## src/rtl/core/robot_mode_panel_controller_assert.svh

```systemverilog
// assertion macros for the mode panel controller
// used by rtl/core modules; needs a clock and an active-high reset in scope
`ifndef ROBOT_MODE_PANEL_CONTROLLER_ASSERT_SVH
`define ROBOT_MODE_PANEL_CONTROLLER_ASSERT_SVH

// same-cycle implication, checked outside reset
`define RMPC_ASSERT_NOW(label, clk, rst, ante, cons) \
  label: assert property (@(posedge clk) disable iff (rst) (ante) |-> (cons)) \
    else $error("mode panel check failed");

// next-cycle implication, checked outside reset
`define RMPC_ASSERT_NEXT(label, clk, rst, ante, cons) \
  label: assert property (@(posedge clk) disable iff (rst) (ante) |=> (cons)) \
    else $error("mode panel check failed");

`endif

```

## src/rtl/core/rmpc_pkg.sv

```systemverilog
// shared types, codes and helpers for the mode panel controller
// no dependencies
`default_nettype none

package rmpc_pkg;

  // timer and register widths
  localparam int TIMER_WIDTH = 16;
  localparam int CFG_WIDTH   = 16;
  localparam int CMP_WIDTH   = (TIMER_WIDTH > CFG_WIDTH) ? TIMER_WIDTH : CFG_WIDTH;
  localparam int CFG_INDEX_WIDTH = 8;

  localparam logic [TIMER_WIDTH-1:0] TIMER_MAX = '1;

  // register indexes
  localparam logic [CFG_INDEX_WIDTH-1:0] CFG_DEBOUNCE   = CFG_INDEX_WIDTH'(0);
  localparam logic [CFG_INDEX_WIDTH-1:0] CFG_SLOW_BLINK = CFG_INDEX_WIDTH'(1);
  localparam logic [CFG_INDEX_WIDTH-1:0] CFG_FAST_BLINK = CFG_INDEX_WIDTH'(2);

  // register reset values
  localparam logic [CFG_WIDTH-1:0] DEBOUNCE_RESET   = CFG_WIDTH'(50);
  localparam logic [CFG_WIDTH-1:0] SLOW_BLINK_RESET = CFG_WIDTH'(500);
  localparam logic [CFG_WIDTH-1:0] FAST_BLINK_RESET = CFG_WIDTH'(100);

  // mode codes as seen on the result
  localparam logic [1:0] MODE_CODE_CALIBRATE = 2'd0;
  localparam logic [1:0] MODE_CODE_EXPLORE   = 2'd1;
  localparam logic [1:0] MODE_CODE_WAIT      = 2'd2;
  localparam logic [1:0] MODE_CODE_SPEED_RUN = 2'd3;

  // start codes
  localparam logic [1:0] START_NONE      = 2'd0;
  localparam logic [1:0] START_GYRO_CAL  = 2'd1;
  localparam logic [1:0] START_EXPLORE   = 2'd2;
  localparam logic [1:0] START_SPEED_RUN = 2'd3;

  // internal mode register
  typedef enum logic [3:0] {
    MODE_CALIBRATE = 4'b0001,
    MODE_EXPLORE   = 4'b0010,
    MODE_WAIT      = 4'b0100,
    MODE_SPEED_RUN = 4'b1000
  } mode_t;

  typedef struct packed {
    logic button_one_level;
    logic button_two_level;
    logic routine_done;
  } item_t;

  typedef struct packed {
    logic       led_one;
    logic       led_two;
    logic [1:0] mode;
    logic [1:0] start_routine;
  } result_t;

  // saturating tick counter step
  function automatic logic [TIMER_WIDTH-1:0] sat_inc(input logic [TIMER_WIDTH-1:0] v);
    sat_inc = (v == TIMER_MAX) ? v : v + TIMER_WIDTH'(1);
  endfunction

  // one-hot mode to result code
  function automatic logic [1:0] mode_code(input mode_t m);
    case (m)
      MODE_CALIBRATE: mode_code = MODE_CODE_CALIBRATE;
      MODE_EXPLORE:   mode_code = MODE_CODE_EXPLORE;
      MODE_WAIT:      mode_code = MODE_CODE_WAIT;
      MODE_SPEED_RUN: mode_code = MODE_CODE_SPEED_RUN;
      default:        mode_code = MODE_CODE_CALIBRATE;
    endcase
  endfunction

endpackage

`default_nettype wire

```

## src/rtl/core/robot_mode_panel_controller.sv

```systemverilog
// mode panel controller: one request per tick, one result per request.
// latency: a result is valid the cycle after its request is accepted.
// throughput: one request per cycle; the result register frees itself when
// taken, so a request is stalled only while a result waits under stall.
// reset (rst, synchronous) returns calibrate mode, released buttons, zero
// timers and the default blink and debounce registers.
`default_nettype none
`include "robot_mode_panel_controller_assert.svh"

module robot_mode_panel_controller (
  input  wire logic                                clk,
  input  wire logic                                rst,
  input  wire logic                                item_valid,
  output logic                                     item_stall,
  input  wire rmpc_pkg::item_t                     item_data,
  output logic                                     result_valid,
  input  wire logic                                result_stall,
  output rmpc_pkg::result_t                        result_data,
  input  wire logic                                cfg_write,
  input  wire logic [rmpc_pkg::CFG_INDEX_WIDTH-1:0] cfg_index,
  input  wire logic [rmpc_pkg::CFG_WIDTH-1:0]       cfg_data
);

  logic [rmpc_pkg::CFG_WIDTH-1:0]   debounce_ticks;
  logic [rmpc_pkg::CFG_WIDTH-1:0]   slow_blink_ticks;
  logic [rmpc_pkg::CFG_WIDTH-1:0]   fast_blink_ticks;

  rmpc_pkg::mode_t                  mode;
  rmpc_pkg::mode_t                  mode_next;
  logic                             entered;
  logic                             entered_next;
  logic                             busy;
  logic                             busy_next;
  logic                             confirmed;
  logic                             confirmed_next;
  logic                             blink_phase;
  logic                             blink_phase_next;
  logic [rmpc_pkg::TIMER_WIDTH-1:0] blink_elapsed;
  logic [rmpc_pkg::TIMER_WIDTH-1:0] blink_elapsed_next;

  logic [rmpc_pkg::TIMER_WIDTH-1:0] blink_inc;
  logic                             hit_slow;
  logic                             hit_fast;
  logic                             accept;
  logic                             sample_one;
  logic                             sample_two;
  logic                             press_one;
  logic                             press_two;
  logic                             led_one;
  logic                             led_two;
  logic [1:0]                       start_code;

  // handshake: stall only while a result is held
  assign item_stall = result_valid && result_stall;
  assign accept     = item_valid && !item_stall;

  // configuration registers
  always_ff @(posedge clk) begin
    if (rst) begin
      debounce_ticks   <= rmpc_pkg::DEBOUNCE_RESET;
      slow_blink_ticks <= rmpc_pkg::SLOW_BLINK_RESET;
      fast_blink_ticks <= rmpc_pkg::FAST_BLINK_RESET;
    end else if (cfg_write) begin
      case (cfg_index)
        rmpc_pkg::CFG_DEBOUNCE:   debounce_ticks   <= cfg_data;
        rmpc_pkg::CFG_SLOW_BLINK: slow_blink_ticks <= cfg_data;
        rmpc_pkg::CFG_FAST_BLINK: fast_blink_ticks <= cfg_data;
        default: ;
      endcase
    end
  end

  // debouncers for both buttons
  rmpc_debounce u_button_one (
    .clk            (clk),
    .rst            (rst),
    .advance        (accept),
    .sample         (sample_one),
    .raw            (item_data.button_one_level),
    .debounce_ticks (debounce_ticks),
    .press          (press_one)
  );

  rmpc_debounce u_button_two (
    .clk            (clk),
    .rst            (rst),
    .advance        (accept),
    .sample         (sample_two),
    .raw            (item_data.button_two_level),
    .debounce_ticks (debounce_ticks),
    .press          (press_two)
  );

  // blink period compares on the advanced timer
  always_comb begin
    blink_inc = rmpc_pkg::sat_inc(blink_elapsed);
    hit_slow  = rmpc_pkg::CMP_WIDTH'(blink_inc) >= rmpc_pkg::CMP_WIDTH'(slow_blink_ticks);
    hit_fast  = rmpc_pkg::CMP_WIDTH'(blink_inc) >= rmpc_pkg::CMP_WIDTH'(fast_blink_ticks);
  end

  // per-mode tick handling
  always_comb begin
    mode_next          = mode;
    entered_next       = entered;
    busy_next          = busy;
    confirmed_next     = confirmed;
    blink_phase_next   = blink_phase;
    blink_elapsed_next = blink_inc;
    sample_one         = 1'b0;
    sample_two         = 1'b0;
    led_one            = 1'b0;
    led_two            = 1'b0;
    start_code         = rmpc_pkg::START_NONE;
    case (mode)
      rmpc_pkg::MODE_CALIBRATE: begin
        if (!entered) begin
          entered_next = 1'b1;
          busy_next    = 1'b1;
          start_code   = rmpc_pkg::START_GYRO_CAL;
        end else if (!busy || item_data.routine_done) begin
          busy_next = 1'b0;
          if (hit_slow) begin
            blink_elapsed_next = '0;
            blink_phase_next   = !blink_phase;
          end
          led_one    = blink_phase_next;
          led_two    = blink_phase_next;
          sample_one = 1'b1;
          if (press_one) begin
            mode_next    = rmpc_pkg::MODE_EXPLORE;
            entered_next = 1'b0;
          end
        end
      end
      rmpc_pkg::MODE_EXPLORE: begin
        led_one = 1'b1;
        if (!entered) begin
          entered_next = 1'b1;
          busy_next    = 1'b1;
          start_code   = rmpc_pkg::START_EXPLORE;
        end else if (busy && item_data.routine_done) begin
          busy_next      = 1'b0;
          confirmed_next = 1'b0;
          mode_next      = rmpc_pkg::MODE_WAIT;
          entered_next   = 1'b0;
        end
      end
      rmpc_pkg::MODE_WAIT: begin
        entered_next = 1'b1;
        if (!confirmed) begin
          if (hit_fast) begin
            blink_elapsed_next = '0;
            blink_phase_next   = !blink_phase;
          end
          led_one    = blink_phase_next;
          sample_one = 1'b1;
          // confirm press restarts the blink timer, phase is kept
          if (press_one) begin
            confirmed_next     = 1'b1;
            led_one            = 1'b0;
            blink_elapsed_next = '0;
          end
        end else begin
          if (hit_slow) begin
            blink_elapsed_next = '0;
            blink_phase_next   = !blink_phase;
          end
          led_two    = blink_phase_next;
          sample_two = 1'b1;
          if (press_two) begin
            mode_next    = rmpc_pkg::MODE_SPEED_RUN;
            entered_next = 1'b0;
          end
        end
      end
      rmpc_pkg::MODE_SPEED_RUN: begin
        led_two = 1'b1;
        if (!entered) begin
          entered_next = 1'b1;
          busy_next    = 1'b1;
          start_code   = rmpc_pkg::START_SPEED_RUN;
        end else if (busy && item_data.routine_done) begin
          busy_next      = 1'b0;
          confirmed_next = 1'b1;
          mode_next      = rmpc_pkg::MODE_WAIT;
          entered_next   = 1'b0;
        end
      end
      default: begin
        mode_next = rmpc_pkg::MODE_CALIBRATE;
      end
    endcase
  end

  // controller state
  always_ff @(posedge clk) begin
    if (rst) begin
      mode          <= rmpc_pkg::MODE_CALIBRATE;
      entered       <= 1'b0;
      busy          <= 1'b0;
      confirmed     <= 1'b0;
      blink_phase   <= 1'b0;
      blink_elapsed <= '0;
    end else if (accept) begin
      mode          <= mode_next;
      entered       <= entered_next;
      busy          <= busy_next;
      confirmed     <= confirmed_next;
      blink_phase   <= blink_phase_next;
      blink_elapsed <= blink_elapsed_next;
    end
  end

  // result register
  always_ff @(posedge clk) begin
    if (rst) begin
      result_valid <= 1'b0;
    end else if (accept) begin
      result_valid <= 1'b1;
    end else if (!result_stall) begin
      result_valid <= 1'b0;
    end
  end

  always_ff @(posedge clk) begin
    if (accept) begin
      result_data.led_one       <= led_one;
      result_data.led_two       <= led_two;
      result_data.mode          <= rmpc_pkg::mode_code(mode_next);
      result_data.start_routine <= start_code;
    end
  end

  // checks
  `RMPC_ASSERT_NOW(a_no_stall_when_empty, clk, rst, !result_valid, !item_stall)
  `RMPC_ASSERT_NOW(a_busy_only_after_entry, clk, rst, busy, entered)
  `RMPC_ASSERT_NEXT(a_start_sets_busy, clk, rst,
    accept && (start_code != rmpc_pkg::START_NONE), busy && entered)

endmodule

`default_nettype wire

```

## src/rtl/core/rmpc_debounce.sv

```systemverilog
// button debouncer: raw level tracking, saturating hold counter, press detect
// depends on rmpc_pkg
`default_nettype none

module rmpc_debounce (
  input  wire logic                          clk,
  input  wire logic                          rst,
  input  wire logic                          advance,
  input  wire logic                          sample,
  input  wire logic                          raw,
  input  wire logic [rmpc_pkg::CFG_WIDTH-1:0] debounce_ticks,
  output logic                               press
);

  logic                               last_raw;
  logic                               stable;
  logic [rmpc_pkg::TIMER_WIDTH-1:0]   elapsed;
  logic [rmpc_pkg::TIMER_WIDTH-1:0]   elapsed_inc;
  logic                               changed;
  logic                               accept_level;

  // what sampling on this tick would do
  always_comb begin
    elapsed_inc  = rmpc_pkg::sat_inc(elapsed);
    changed      = (raw != last_raw);
    accept_level = !changed
                   && (rmpc_pkg::CMP_WIDTH'(elapsed_inc)
                       > rmpc_pkg::CMP_WIDTH'(debounce_ticks))
                   && (raw != stable);
    press        = accept_level && !raw;
  end

  // counter runs every tick, level state only moves when sampled
  always_ff @(posedge clk) begin
    if (rst) begin
      last_raw <= 1'b1;
      stable   <= 1'b1;
      elapsed  <= '0;
    end else if (advance) begin
      if (sample && changed) begin
        elapsed  <= '0;
        last_raw <= raw;
      end else begin
        elapsed <= elapsed_inc;
      end
      if (sample && accept_level) begin
        stable <= raw;
      end
    end
  end

endmodule

`default_nettype wire
```

## config.mk

```make
export PLATFORM = sky130hd
export DESIGN_NAME = robot_mode_panel_controller
export DESIGN_NICKNAME = d
export VERILOG_FILES = /design/src/rtl/core/rmpc_pkg.sv /design/src/rtl/core/robot_mode_panel_controller.sv /design/src/rtl/core/rmpc_debounce.sv
export VERILOG_INCLUDE_DIRS = /design/src /design/src/rtl/core
export SDC_FILE = /design/constraint.sdc
export NUM_CORES = 1
export LEC_CHECK = 0
export ABC_CLOCK_PERIOD_IN_PS = 4700
export BUFFER_PORTS_ARGS = -buffer_cell sky130_fd_sc_hd__buf_2
export CORE_UTILIZATION = 44
export CTS_CLUSTER_DIAMETER = 200
export DETAILED_ROUTE_END_ITERATION = 6
export PLACE_DENSITY = 0.72
export SYNTH_ARGS = -nofsm -noshare
export SYNTH_HDL_FRONTEND = slang
export SYNTH_SLANG_ARGS = --single-unit
```

## constraint.sdc

```tcl
create_clock -name clk -period 4.7 [get_ports clk]
set_input_delay 0 -clock clk [delete_from_list [all_inputs] [get_ports clk]]
set_output_delay 0 -clock clk [all_outputs]
set_load 0.01 [all_outputs]
```

# == Word level (Yosys, flattened, before mapping) ==
# Cells that the tools add are included.
# op_classes
n_eq_ne,25
add_sub_neg,3
magnitude_cmp,4
muxes,65
n_reduce_logical,38
# ops
cell,n
$mux W16,11
$add A16 B1 Y16 const B,3
$eq A16 B16 Y1 const B,3
$mux W1,34
$ge A16 B16 Y1,2
$gt A16 B16 Y1,2
$pmux W16 S2,1
$mux W4,7
$reduce_and A2 Y1,8
$logic_and A1 B1 Y1,13
$ne A2 B2 Y1 const B,6
$pmux W1 S3,4
$pmux W2 S3,2
$pmux W4 S3,1
$eq A4 B2 Y1 const B,2
$eq A4 B3 Y1 const B,2
$eq A4 B4 Y1 const B,2
$eq A8 B1 Y1 const B,1
$eq A8 B2 Y1 const B,1
$logic_not A8 Y1,1
$reduce_and A4 Y1,2
$logic_not A1 Y1,7
$pmux W1 S2,3
$reduce_and A6 Y1,1
10 further kinds,16
# word_totals
in_bits,32
reg_bits,115
output_inout_bits,8

# == Depth between registers and ports, before layout ==
# depth
word_depth,12
mapped_depth,18
ltp_nobuf,17

# == Cells and area by module ==
# A second synthesis with hierarchy kept.
# unflattened
hier_cells,968
hier_area_um2,7737.4
# by_module_without_submodules
module,instances,area_each_um2,cells_each
robot_mode_panel_controller,1,4384.2,530
rmpc_debounce,2,1676.6,219

# == Worst setup path after synthesis ==
# No wires, ideal clock.
# synth_timing
path_kind,reg2reg
start,register blink_elapsed[0] in the netlist's numbering
end,register blink_elapsed[10] in the netlist's numbering
t_required_ps,4640
t_arrival_ps,3908
path_stages_with_launch,17
path_buffers,1
setup_time_ps,60
setup_slack_ps,732
path_cell_list,dfxtp_1 > ha_1 > and4_1 > nand3_1 > nor3_2 > or4b_2 > or2_2 > nand2_1 > ha_1 > o21ai_0 > o21ai_0 > a221o_1 > a31o_2 > or2_1 > a311oi_4 > buf_6 > a22o_1
# synth_between
elab_chain_len,7
# synth_rtl
item,line_no,text
start: declaration,robot_mode_panel_controller.sv:38,logic [rmpc_pkg::TIMER_WIDTH-1:0] blink_elapsed;
start signal: assignment,robot_mode_panel_controller.sv:210,blink_elapsed <= blink_elapsed_next;
$add A16 B1 Y16 or $eq A16 B16 Y1 (tied branches),rmpc_pkg.sv:60,sat_inc = (v == TIMER_MAX) ? v : v + TIMER_WIDTH'(1);
$mux W16 *,rmpc_pkg.sv:60,
"$ge A16 B16 Y1, on equally long branches","robot_mode_panel_controller.sv:98, robot_mode_panel_controller.sv:97",
"$mux W16, on equally long branches","robot_mode_panel_controller.sv:151, robot_mode_panel_controller.sv:122, robot_mode_panel_controller.sv:164",
"$mux W16, on equally long branches","robot_mode_panel_controller.sv:158, robot_mode_panel_controller.sv:120",
"$mux W16, on equally long branches","robot_mode_panel_controller.sv:150, robot_mode_panel_controller.sv:116",
$pmux W16 S2 *,robot_mode_panel_controller.sv:114,case (mode)
# Mark *: on every way between the ends. The rest lies on a longest branch, timed or not.
# A chain may end at the register's enable or synchronous reset.

# == Worst setup path after layout ==
# layout_timing
start,register blink_elapsed[0] in the netlist's numbering
end,register blink_elapsed[11] in the netlist's numbering
# Same word-level chain as after synthesis.

==> results.cfg <==
[cts]
clock_sinks = 115
cts_root_buffer = clkbuf_16
cts_inserted_buffers = 17
cts.clk_slew.worst_paths_ns = 0.06
ctsLongestPathBuffers = 2
clk_latency_ns = 0.42
cts_max_level = 4
cts_tree = yes

[die]
fp.dieArea_um2 = 16800
initial_utilization = 0.451
die_h_um = 130
num_io_pins = 40
fp.dieW_um = 130
core.rowCount = 46
coreArea_um2 = 15900

[global_routing]
first_global_vias = 5932
grt_pass1_wl_um = 29000
grt_usage = 0.223
grt_max_degree = 53
overflow = 0
antenna_found_initial = 0

[route]
wl_per_cell_um = 15.1
post_drt_via_cell_ratio = 5.53
wirelength_um = 17900
drt_iter0_drc = 441
vias = 6527
postRouteAntennaNets = 0
drc = 0
drtPass1Iterations = 6

[yosys]
synth_fp_nets = 997
synth.yosys.seq_area_share = 0.330
synth-edff-count = 6
syn_area_per_cell_um2 = 7.97
synthArstFlopShare = 0
syn_area_um2 = 7160
yosysWarnings = 0
yosys_most_used_dff = dfxtp_1
syn_inst = 898
synth.top_cell.area_share = 0.305
synth_area_leaders = dfxtp_1 (30%), ha_1 (12%), nand2_1 (7.0%)
synth_seq_cells = 115
ys_types = 68
synth_top_area_cell = dfxtp_1

[worst_setup_path]
ff2ff_setup_slack_ns = 0.25
cp-end-kind = flip-flop
required_ns = 5.06
cp_data_arrival_time_ns = 4.81
reg2reg_from = blink_elapsed[0]
setup.worst_path.start = blink_elapsed[0]
critPathMaxFanout = 14
setup.worst_path.class = flip-flop to flip-flop
critPathLaunchType = flip-flop

[power]
p_leak_nw = 3.63
powerDensity_nw_per_um2 = 304
ir_worst_vdd_v = 0.000248

[placement]
port_buffers = 39
dp_slack_ns = 0.242
globalplace.congestion = 0.897
hpwl_um = 12600

[cells_and_area]
layout_common_cells = nand2_1 (134), dfxtp_1 (109), nor2_1 (81)
layout-drive-gt1-share = 0.105
finalNetCount = 1051
fillers = 1537
diodes = 0
syn2layout_area_growth_pct = 17.6
final_common_cell = nand2_1
utilization = 0.530

[sta]
worst_hold_slack_ns = 0.0473
min_period_ns = 4.45
final_hold_viol_count = 0
timing.fmax_mhz = 225
fin_skew_ns = 0.00741
relSlewSlack = 0.236
worst_pin_slew_ns = 1.14
finalWorstSetupSlack_ns = 0.249
min_period_over_period = 0.947
maxSlewViolCount = 0
setup_viol_count_final = 0

[hold_path]
hp-class = primary input to flip-flop
min_from = rst

[outcome]
status = finished, final reports clean

[run]
cap_violations = 0
[Yosys cell counts (4+ instances only)]
cell	count
nand2_1	134
dfxtp_1	109
nor2_1	82
a21oi_1	70
ha_1	67
inv_1	59
o21ai_0	33
nand3_1	32
clkbuf_1	30
xnor2_1	22
nand4_1	19
mux2i_1	18
nor3_1	18
a22oi_1	17
o211ai_1	15
xor2_1	12
and3_1	10
a31oi_1	9
o21a_1	9
a22o_1	8
a211oi_1	7
a21o_1	7
and2_1	7
nand2b_1	7
nor2b_1	7
o31ai_1	7
a41oi_1	6
edfxtp_1	6
and4_1	4
nor3b_1	4
or3_1	4
[routing by layer]
layer	share of wire	up-vias	GRT usage	wire length, µm
met1	0.46	2988	0.278	8150
met3	0.045	32	0.0483	813
met2	0.48	191	0.377	8500
met4	0.024	0	0.0814	425
met5	0	-	0	0
li1	-	3316	-	-
[logic make-up after synthesis]
logic type,synth area share
compound gates,0.195
xor+xnor,0.0416
fa+ha+maj,0.117
buf+inv,0.0528
flops,0.330
mux,0.0299
simple gates,0.233
[registers in the layout (all words and copies together), names as in the netlist, 4 cells and up]
| signal | flops |
|---|---|
| slow_blink_ticks | 16 |
| result_data | 6 |
| u_button_two.elapsed | 16 |
| blink_elapsed | 16 |
| debounce_ticks | 16 |
| u_button_one.elapsed | 16 |
| fast_blink_ticks | 16 |
| mode | 4 |
[repair_timing]
action                                  in CTS  in global routing
setup buffers                                0                  3
endpoints found under the hold margin       53                  0
resized for setup                            0                  3
endpoints found under the setup margin       0                 16
hold buffers                                20                  0
[critical path: stages, from the launching register on]
cell and delay, ns:
dfxtp_1 0.36, ha_1 0.24, and4_1 0.25, nand3_2 0.16
nor3_4 0.08, or4b_2 0.69, or2_2 0.31, nand2_1 0.10
ha_1 0.24, o21ai_0 0.10, o21ai_0 0.14, a221o_1 0.37
a31o_2 0.27, or2_1 0.26, a311oi_4 0.29, buf_4 0.24
a21boi_1 0.18, a21o_1 0.09
[power breakdown]
part / internal (W) / total [W] / switching [W] / leakage (nW)
logic: 0.0000578 / 0.000150 / 0.0000926 / 2.39
registers: 0.000994 / 0.00100 / 0.00000888 / 0.940
clock network: 0.000952 / 0.00141 / 0.000457 / 0.308
total: 0.00200 / 0.00256 / 0.000558 / 3.63
[layout make-up]
type | instances | area, µm² | area share
flip-flops and latches | 115 | 2360 | 0.281
repair buffers | 72 | 493 | 0.0586
clock inverters | 10 | 179 | 0.0213
well taps | 216 | 270 | 0.0321
clock buffers | 22 | 454 | 0.0540
inverters | 59 | 221 | 0.0263
multi-input cells | 687 | 4440 | 0.527
[path summary, 6_finish.rpt]
kind | endpoint | cells past startpoint
setup / recovery | blink_elapsed[11] | 17
hold / removal | u_button_two.elapsed[4] | 2
setup reg to reg | blink_elapsed[11] | 17
hold reg to reg | slow_blink_ticks[11] | 2
[stage by stage]
step	cells	cell area, µm²	power, W	setup TNS (ns)
2_1_floorplan	898	7160	0.00110	0
4_1_cts	1178	8380	0.00258	0
6_report	1181	8420	0.00256	0
5_1_grt	1181	8420	0.00264	-0.00565
3_3_place_gp	1126	7550	0.00116	0
3_5_place_dp	1126	7550	0.00116	0
(Power assumes the default switching activity.)
